`src/rtl/brl_pkg.sv`:
```
// ----------------------------------------------------------------------------
// brl_pkg
// Shared types and constants for the Bresenham line rasterizer.
// ----------------------------------------------------------------------------
package brl_pkg;

  localparam int unsigned COORD_BITS  = 7;
  localparam int unsigned ERR_BITS    = COORD_BITS + 2;
  localparam int unsigned QUEUE_DEPTH = 2;

  typedef logic [COORD_BITS-1:0]      coord_t;
  typedef logic signed [ERR_BITS-1:0] err_t;

  typedef enum logic {
    ACT_LOAD = 1'b0,
    ACT_STEP = 1'b1
  } action_e;

  // Command handed from the front end to the stepping engine.
  typedef struct packed {
    action_e act;
    logic    steep;
    coord_t  major_pos;
    coord_t  major_end;
    coord_t  minor_pos;
    logic    minor_down;
    coord_t  major_delta;
    coord_t  minor_delta;
  } line_cmd_t;

endpackage

```
`src/rtl/brl_front.sv`:
```
// ----------------------------------------------------------------------------
// brl_front
// Classifies an input beat and, for a load, works out the line setup:
// axis swap for steep lines, endpoint order along the major axis, deltas.
// ----------------------------------------------------------------------------
module brl_front (
  input  logic              action_i,
  input  brl_pkg::coord_t   start_x_i,
  input  brl_pkg::coord_t   start_y_i,
  input  brl_pkg::coord_t   end_x_i,
  input  brl_pkg::coord_t   end_y_i,
  output brl_pkg::line_cmd_t cmd_o
);
  import brl_pkg::*;

  coord_t dx, dy;
  logic   steep;
  coord_t a_maj, a_min, b_maj, b_min;
  coord_t p0_maj, p0_min, p1_maj, p1_min;

  always_comb begin
    dx = (start_x_i > end_x_i) ? (start_x_i - end_x_i) : (end_x_i - start_x_i);
    dy = (start_y_i > end_y_i) ? (start_y_i - end_y_i) : (end_y_i - start_y_i);
    steep = (dy > dx);

    a_maj = steep ? start_y_i : start_x_i;
    a_min = steep ? start_x_i : start_y_i;
    b_maj = steep ? end_y_i   : end_x_i;
    b_min = steep ? end_x_i   : end_y_i;

    // order endpoints so the major coordinate increases
    if (a_maj > b_maj) begin
      p0_maj = b_maj;
      p0_min = b_min;
      p1_maj = a_maj;
      p1_min = a_min;
    end else begin
      p0_maj = a_maj;
      p0_min = a_min;
      p1_maj = b_maj;
      p1_min = b_min;
    end

    cmd_o.act         = action_e'(action_i);
    cmd_o.steep       = steep;
    cmd_o.major_pos   = p0_maj;
    cmd_o.major_end   = p1_maj;
    cmd_o.minor_pos   = p0_min;
    cmd_o.minor_down  = (p0_min > p1_min);
    cmd_o.major_delta = p1_maj - p0_maj;
    cmd_o.minor_delta = (p0_min > p1_min) ? (p0_min - p1_min) : (p1_min - p0_min);
  end

endmodule

```
`src/rtl/brl_queue.sv`:
```
// ----------------------------------------------------------------------------
// brl_queue
// Short command queue between the front end and the stepping engine.
// ----------------------------------------------------------------------------
module brl_queue (
  input  logic               clk_i,
  input  logic               rst_ni,
  input  logic               push_i,
  input  brl_pkg::line_cmd_t push_cmd_i,
  output logic               full_o,
  output logic               valid_o,
  input  logic               pop_i,
  output brl_pkg::line_cmd_t pop_cmd_o
);
  import brl_pkg::*;

  localparam int unsigned AW = (QUEUE_DEPTH > 1) ? $clog2(QUEUE_DEPTH) : 1;
  localparam int unsigned CW = $clog2(QUEUE_DEPTH + 1);

  line_cmd_t         mem_q [QUEUE_DEPTH];
  logic [AW-1:0]     wr_ptr_q, wr_ptr_d;
  logic [AW-1:0]     rd_ptr_q, rd_ptr_d;
  logic [CW-1:0]     count_q, count_d;
  logic              do_push, do_pop;

  assign full_o    = (count_q == CW'(QUEUE_DEPTH));
  assign valid_o   = (count_q != '0);
  assign pop_cmd_o = mem_q[rd_ptr_q];
  assign do_push   = push_i && !full_o;
  assign do_pop    = pop_i && valid_o;

  always_comb begin
    wr_ptr_d = wr_ptr_q;
    rd_ptr_d = rd_ptr_q;
    count_d  = count_q;
    if (do_push) begin
      wr_ptr_d = (wr_ptr_q == AW'(QUEUE_DEPTH - 1)) ? '0 : wr_ptr_q + 1'b1;
    end
    if (do_pop) begin
      rd_ptr_d = (rd_ptr_q == AW'(QUEUE_DEPTH - 1)) ? '0 : rd_ptr_q + 1'b1;
    end
    if (do_push && !do_pop) begin
      count_d = count_q + 1'b1;
    end else if (do_pop && !do_push) begin
      count_d = count_q - 1'b1;
    end
  end

  always_ff @(posedge clk_i or negedge rst_ni) begin
    if (!rst_ni) begin
      wr_ptr_q <= '0;
      rd_ptr_q <= '0;
      count_q  <= '0;
    end else begin
      wr_ptr_q <= wr_ptr_d;
      rd_ptr_q <= rd_ptr_d;
      count_q  <= count_d;
    end
  end

  always_ff @(posedge clk_i) begin
    if (do_push) begin
      mem_q[wr_ptr_q] <= push_cmd_i;
    end
  end

endmodule

```
`src/rtl/brl_back.sv`:
```
// ----------------------------------------------------------------------------
// brl_back
// Stepping engine: holds the active line, walks it one pixel per step
// command and drives the registered pixel output.
// ----------------------------------------------------------------------------
module brl_back (
  input  logic               clk_i,
  input  logic               rst_ni,
  input  logic               cmd_valid_i,
  input  brl_pkg::line_cmd_t cmd_i,
  output logic               cmd_pop_o,
  output logic               out_valid_o,
  input  logic               out_stall_i,
  output brl_pkg::coord_t    pixel_x_o,
  output brl_pkg::coord_t    pixel_y_o,
  output logic               last_pixel_o
);
  import brl_pkg::*;

  logic   active_q, active_d;
  logic   steep_q, steep_d;
  coord_t major_pos_q, major_pos_d;
  coord_t major_end_q, major_end_d;
  coord_t minor_pos_q, minor_pos_d;
  logic   minor_down_q, minor_down_d;
  coord_t major_delta_q, major_delta_d;
  coord_t minor_delta_q, minor_delta_d;
  err_t   err_q, err_d;

  logic   out_valid_q, out_valid_d;
  coord_t pix_x_q, pix_x_d;
  coord_t pix_y_q, pix_y_d;
  logic   last_q, last_d;

  logic   out_ready;
  logic   is_last;
  logic   emit;
  err_t   err_sub;

  assign out_ready = !out_valid_q || !out_stall_i;
  assign cmd_pop_o = cmd_valid_i && out_ready;
  assign is_last   = (major_pos_q == major_end_q);
  assign emit      = cmd_pop_o && (cmd_i.act == ACT_STEP) && active_q;
  assign err_sub   = err_q - err_t'({{(ERR_BITS-COORD_BITS){1'b0}}, minor_delta_q});

  always_comb begin
    active_d      = active_q;
    steep_d       = steep_q;
    major_pos_d   = major_pos_q;
    major_end_d   = major_end_q;
    minor_pos_d   = minor_pos_q;
    minor_down_d  = minor_down_q;
    major_delta_d = major_delta_q;
    minor_delta_d = minor_delta_q;
    err_d         = err_q;
    pix_x_d       = pix_x_q;
    pix_y_d       = pix_y_q;
    last_d        = last_q;
    out_valid_d   = out_ready ? 1'b0 : out_valid_q;

    if (cmd_pop_o && (cmd_i.act == ACT_LOAD)) begin
      // abandon any line in progress
      active_d      = 1'b1;
      steep_d       = cmd_i.steep;
      major_pos_d   = cmd_i.major_pos;
      major_end_d   = cmd_i.major_end;
      minor_pos_d   = cmd_i.minor_pos;
      minor_down_d  = cmd_i.minor_down;
      major_delta_d = cmd_i.major_delta;
      minor_delta_d = cmd_i.minor_delta;
      err_d         = err_t'({{(ERR_BITS-COORD_BITS+1){1'b0}},
                              cmd_i.major_delta[COORD_BITS-1:1]});
    end else if (emit) begin
      out_valid_d = 1'b1;
      pix_x_d     = steep_q ? minor_pos_q : major_pos_q;
      pix_y_d     = steep_q ? major_pos_q : minor_pos_q;
      last_d      = is_last;
      if (is_last) begin
        active_d = 1'b0;
      end else begin
        major_pos_d = major_pos_q + 1'b1;
        if (err_sub[ERR_BITS-1]) begin
          // error went negative: take a minor step
          minor_pos_d = minor_down_q ? (minor_pos_q - 1'b1) : (minor_pos_q + 1'b1);
          err_d       = err_sub + err_t'({{(ERR_BITS-COORD_BITS){1'b0}}, major_delta_q});
        end else begin
          err_d = err_sub;
        end
      end
    end
  end

  always_ff @(posedge clk_i or negedge rst_ni) begin
    if (!rst_ni) begin
      active_q      <= 1'b0;
      steep_q       <= 1'b0;
      major_pos_q   <= '0;
      major_end_q   <= '0;
      minor_pos_q   <= '0;
      minor_down_q  <= 1'b0;
      major_delta_q <= '0;
      minor_delta_q <= '0;
      err_q         <= '0;
      out_valid_q   <= 1'b0;
    end else begin
      active_q      <= active_d;
      steep_q       <= steep_d;
      major_pos_q   <= major_pos_d;
      major_end_q   <= major_end_d;
      minor_pos_q   <= minor_pos_d;
      minor_down_q  <= minor_down_d;
      major_delta_q <= major_delta_d;
      minor_delta_q <= minor_delta_d;
      err_q         <= err_d;
      out_valid_q   <= out_valid_d;
    end
  end

  always_ff @(posedge clk_i) begin
    pix_x_q <= pix_x_d;
    pix_y_q <= pix_y_d;
    last_q  <= last_d;
  end

  assign out_valid_o  = out_valid_q;
  assign pixel_x_o    = pix_x_q;
  assign pixel_y_o    = pix_y_q;
  assign last_pixel_o = last_q;

  // error term stays within [0, major_delta] while a line is active
  a_err_nonneg: assert property (@(posedge clk_i) disable iff (!rst_ni)
    active_q |-> !err_q[ERR_BITS-1])
    else $error("error term negative on active line");

  a_err_bound: assert property (@(posedge clk_i) disable iff (!rst_ni)
    active_q |-> (err_q <= err_t'({{(ERR_BITS-COORD_BITS){1'b0}}, major_delta_q})))
    else $error("error term above major delta");

  a_last_ends_line: assert property (@(posedge clk_i) disable iff (!rst_ni)
    (emit && is_last) |=> (!active_q && out_valid_q && last_q))
    else $error("line still active after final pixel");

  a_no_emit_idle: assert property (@(posedge clk_i) disable iff (!rst_ni)
    (cmd_pop_o && !active_q) |=> !out_valid_q)
    else $error("pixel emitted with no active line");

endmodule

```
`src/rtl/bresenham_line_raster_core.sv`:
```
// ----------------------------------------------------------------------------
// bresenham_line_raster_core
// Integer Bresenham line rasterizer with decoupled setup and stepping.
// ----------------------------------------------------------------------------
// A load beat (action 0) sets up a line between two endpoints, both included;
// each step beat (action 1) emits the next pixel, with last_pixel marking the
// final end point, and a step with no active line emits nothing. The block
// takes one beat per clock unless the queue is full: the front end does the
// load setup in the accept cycle, a two-entry command queue carries beats in
// order, and the stepping engine handles one command per cycle unless the
// output stalls, with one subtract, add, compare and minor step. A pixel goes
// through the queue and the output register, which holds it while the consumer stalls.
// ----------------------------------------------------------------------------
module bresenham_line_raster_core (
  input  logic            clk_i,
  input  logic            rst_ni,
  input  logic            in_valid_i,
  output logic            in_stall_o,
  input  logic            action_i,
  input  brl_pkg::coord_t start_x_i,
  input  brl_pkg::coord_t start_y_i,
  input  brl_pkg::coord_t end_x_i,
  input  brl_pkg::coord_t end_y_i,
  output logic            out_valid_o,
  input  logic            out_stall_i,
  output brl_pkg::coord_t pixel_x_o,
  output brl_pkg::coord_t pixel_y_o,
  output logic            last_pixel_o
);
  import brl_pkg::*;

  line_cmd_t front_cmd;
  line_cmd_t queue_cmd;
  logic      queue_full;
  logic      queue_valid;
  logic      queue_pop;

  brl_front u_front (
    .action_i  (action_i),
    .start_x_i (start_x_i),
    .start_y_i (start_y_i),
    .end_x_i   (end_x_i),
    .end_y_i   (end_y_i),
    .cmd_o     (front_cmd)
  );

  brl_queue u_queue (
    .clk_i      (clk_i),
    .rst_ni     (rst_ni),
    .push_i     (in_valid_i),
    .push_cmd_i (front_cmd),
    .full_o     (queue_full),
    .valid_o    (queue_valid),
    .pop_i      (queue_pop),
    .pop_cmd_o  (queue_cmd)
  );

  brl_back u_back (
    .clk_i        (clk_i),
    .rst_ni       (rst_ni),
    .cmd_valid_i  (queue_valid),
    .cmd_i        (queue_cmd),
    .cmd_pop_o    (queue_pop),
    .out_valid_o  (out_valid_o),
    .out_stall_i  (out_stall_i),
    .pixel_x_o    (pixel_x_o),
    .pixel_y_o    (pixel_y_o),
    .last_pixel_o (last_pixel_o)
  );

  assign in_stall_o = queue_full;

endmodule

```
`config.mk`:
```
export PLATFORM = sky130hd
export DESIGN_NAME = bresenham_line_raster_core
export DESIGN_NICKNAME = d
export VERILOG_FILES = /design/src/rtl/brl_pkg.sv /design/src/rtl/brl_front.sv /design/src/rtl/brl_queue.sv /design/src/rtl/brl_back.sv /design/src/rtl/bresenham_line_raster_core.sv
export SDC_FILE = /design/constraint.sdc
export NUM_CORES = 1
export LEC_CHECK = 0
export ABC_AREA = 1
export ABC_CLOCK_PERIOD_IN_PS = 4500
export BUFFER_PORTS_ARGS = -buffer_cell sky130_fd_sc_hd__buf_2
export CORE_ASPECT_RATIO = 0.5
export CORE_MARGIN = 1
export CORE_UTILIZATION = 53
export DETAILED_ROUTE_END_ITERATION = 10
export PLACE_DENSITY = 0.66
export REMOVE_ABC_BUFFERS = 1
export SLEW_MARGIN = 20
export SYNTH_ARGS = -nofsm -noshare
export SYNTH_HDL_FRONTEND = slang
export SYNTH_HIERARCHICAL = 1
export SYNTH_SLANG_ARGS = --single-unit
```
`constraint.sdc`:
```
create_clock -name clk_i -period 4.5 [get_ports clk_i]
set_input_delay 0.675 -clock clk_i [delete_from_list [all_inputs] [get_ports clk_i]]
set_output_delay 0.675 -clock clk_i [all_outputs]
set_load 0.01 [all_outputs]
```
==> summary.txt <==
Die
  – Core area: 0.0185 mm2
  – Die area: 0.0196 mm2
  – # rows: 35
  – Starting Density: 54.5%
  – Die width: 197 um
  – IO Count: 50
  – Die height: 99.5 um

STA
  – RSZ-0062 raised after global routing: yes
  – Clock Skew: 0.0100 ns
  – Max Fclk: 152 MHz
  – Final worst-path cycle share: 146%
  – Slew headroom: 28.2%
  – Slew Viols, Final: 0
  – Fin crit period: 6.56 ns
  – Endpoints failing setup: 70
  – Post-layout worst setup margin: -2.06 ns
  – Endpoints failing hold: 0
  – Setup TNS Final: -76.55 ns
  – Actual slew at the worst max-slew pin: 1.08 ns

Clock network
  – Clk slew on worst S/H paths: 0.06 ns
  – Clock net sink count: 143
  – CTS buffer count: 17
  – CTS tree: done
  – Clock Latency Late Sink: 0.41 ns
  – CTS Buffer Depth: 2
  – Hold-fix buffers, CTS: 0
  – H-tree depth: 4
  – Clock root buffer: clkbuf_16

Outcome
  – Status: complete, but fails checks
  – Failing checks: negative setup slack

Worst setup path
  – CP endpoint kind: flop
  – CP arrival: 6.72 ns
  – Crit Path Category: in2reg
  – CP max stage cell: ha_1
  – R2r setup slk: 1.48 ns
  – CP top delay family: simple AND/OR/NAND/NOR gates
  – WP buf/inv: 9
  – Critical Path Start Type: input port
  – WP data required: 4.66 ns
  – Slowest cell delay on critical path: 0.27 ns
  – CP Max Fanout: 7

Final layout
  – Reg area: 0.00403 mm2
  – ANT cells: 0
  – Synthesis-to-finish area growth: 36.7%
  – Fraction of layout instances using a drive strength above 1: 34.5%
  – Filler instances: 1308
  – Post-route insts no fill: 1778
  – Multi-input gate area: 0.00604 mm2
  – Post-route design area: 0.0138 mm2
  – Nets@finish: 1622

Synthesis
  – Post-synthesis simple-gate area fraction: 27.1%
  – Synthesized area: 0.0101 mm2
  – Syn. warnings: 6
  – Syn Inst Count: 1251
  – Largest family of logic cells by synthesized area: simple AND/OR/NAND/NOR gates
  – Syn_area_per_cell: 8.05 um2
  – Post-Synth Adder-Cell Area: 11.0%
  – Sequential element share of the synthesized area: 40.1%
  – Mux cell area share after synthesis: 0.820%
  – Seq cells post-synth: 143
  – Complex-gate fraction of the synthesized area: 8.82%
  – Synth async-reset ratio: 36.4%
  – Post-synth EDFFs: 91
  – Post-synth cell types: 48
  – Top FF cell, synth: edfxtp_1
  – Post-synthesis xor/xnor area fraction: 3.38%

Route
  – Iter 0 DRT Violations: 620
  – Aggregate routed wire length: 27800 um
  – Via density: 5.22
  – Total number of vias: 9273
  – Antenna viol nets, final: 0
  – Initial DRT Pass Iterations: 5
  – DR DRC count: 0
  – WL/cell: 15.6 um

Placed design
  – GP Congestion: 0.915
  – Area after DPL: 0.0118 mm2
  – PortBufs: 49
  – Placed Cells incl. Taps: 1703
  – Post-DP HPWL: 18800 um

Worst hold path
  – Hold Path Class: in2async

Global route
  – Global-route usage over all layers: 27.0%
  – Vias in the first global route: 8711
  – First-pass GRT wire length: 42000 um
  – Largest net degree at the start of global routing: 53
  – Total grt overflow: 0
  – Initial antenna violation count: 0

Job
  – Max-Cap Viols: 0
[cell type report]
| type | count | share of cell area, % |
|---|---|---|
| inverter | 167 | 4.70 |
| sequential | 143 | 29.3 |
| multi-input combinational | 904 | 43.9 |
| clock buffer | 18 | 3.12 |
| clock inverter | 14 | 0.973 |
| tap | 259 | 2.36 |
| timing repair buffer | 273 | 15.6 |
[cells by family after synthesis]
group / count (synthesis)
AND/OR/NAND/NOR: 617
buffers and inverters: 206
AO/OA/AOI/OAI: 156
flip-flops: 143
adder cells (fa/ha/maj): 83
XOR/XNOR: 38
multiplexers: 8
[flip-flops by register name, indices dropped and copies added, names as in the netlist, 2 cells and up]
name and count:
u_queue/count_q 2, u_back/major_pos_q 7, u_back/pixel_x_o 7, u_back/major_delta_q 7, u_back/pixel_y_o 7, u_back/minor_delta_q 7, u_back/minor_pos_q 7, u_back/err_q 9
u_back/major_end_q 7, u_queue/mem_q 76
[cell usage after synthesis (all sizes together) (5+ instances only)]
| library cell | n | area (um2) |
|---|---|---|
| clkbuf | 13 | 48.8 |
| xnor2 | 14 | 130 |
| nand3 | 80 | 428 |
| a21oi | 52 | 268 |
| dfrtp | 52 | 1300 |
| edfxtp | 91 | 2730 |
| fa | 9 | 180 |
| nor2 | 48 | 210 |
| buf | 26 | 211 |
| inv | 167 | 632 |
| nand2 | 465 | 1920 |
| xor2 | 24 | 210 |
| o21ai | 83 | 464 |
| o211ai | 5 | 37.5 |
| mux2i | 6 | 60.1 |
| nand4 | 15 | 109 |
| o21bai | 8 | 60.1 |
| ha | 74 | 926 |
[metal layers]
layer  part of all wire (%)  vias up  global-route usage [%]
met2                     47      321                    44.8
met5                      0        -                       0
met3                    5.2       70                    3.53
li1                       -     4539                       -
met4                    3.5        0                    10.2
met1                     44     4343                    36.5
[metrics by stage]
step | hold WS [ns] | utilization (%) | setup WS, ns
after floorplan | 0.379 | - | -2.79
after global placement | 0.457 | 63.7 | -2.56
after detailed placement | 0.474 | 63.7 | -2.78
after CTS | 0.414 | 70.8 | -1.86
after global routing | 0.439 | 74.5 | -2.26
final | 0.379 | 74.5 | -2.06
[worst paths after layout]
kind / endpoint / depth (start not counted) / start
min in group clk_i: u_queue/mem_q[0][37]$_DFFE_PP_ / 1 / action_i
setup reg to reg: u_back/err_q[2]$_DFFE_PN0P_ / 10 / u_queue/rd_ptr_q$_DFFE_PN0P_
hold / removal: u_back/minor_pos_q[6]$_DFFE_PN0P_ / 2 / rst_ni
max in group asynchronous: u_back/err_q[0]$_DFFE_PN0P_ / 2 / rst_ni
setup / recovery: u_queue/mem_q[0][6]$_DFFE_PP_ / 48 / end_x_i[1]
hold reg to reg: u_back/minor_delta_q[0]$_DFFE_PN0P_ / 2 / u_back/minor_delta_q[0]$_DFFE_PN0P_
[layout by cell type, fill, tap and decap left out, drive strengths merged, types with 2 or more instances in the layout]
cell type and count:
edfxtp 91, o21ai 83, nor2 48, or2 4, xor2 24, ha 74
o21bai 8, mux2 2, nand4 15, nand3 80, clkinv 3, buf 273
clkinvlp 4, nand2 467, nor3 3, dfrtp 52, a21oi 52, o211ai 5
clkbuf 18, fa 9, a21boi 2, xnor2 14, mux2i 6, inv 173
[repair_timing]
item,4_1_cts,5_1_grt
setup endpoints to repair,70,70
cloned,2,0
setup buffers,31,29
resized for setup,122,148
pin swaps,53,69
Power is left out: the tool's default activity adds up to more than one toggle a clock period on the data nets, which glitch-free logic cannot reach.
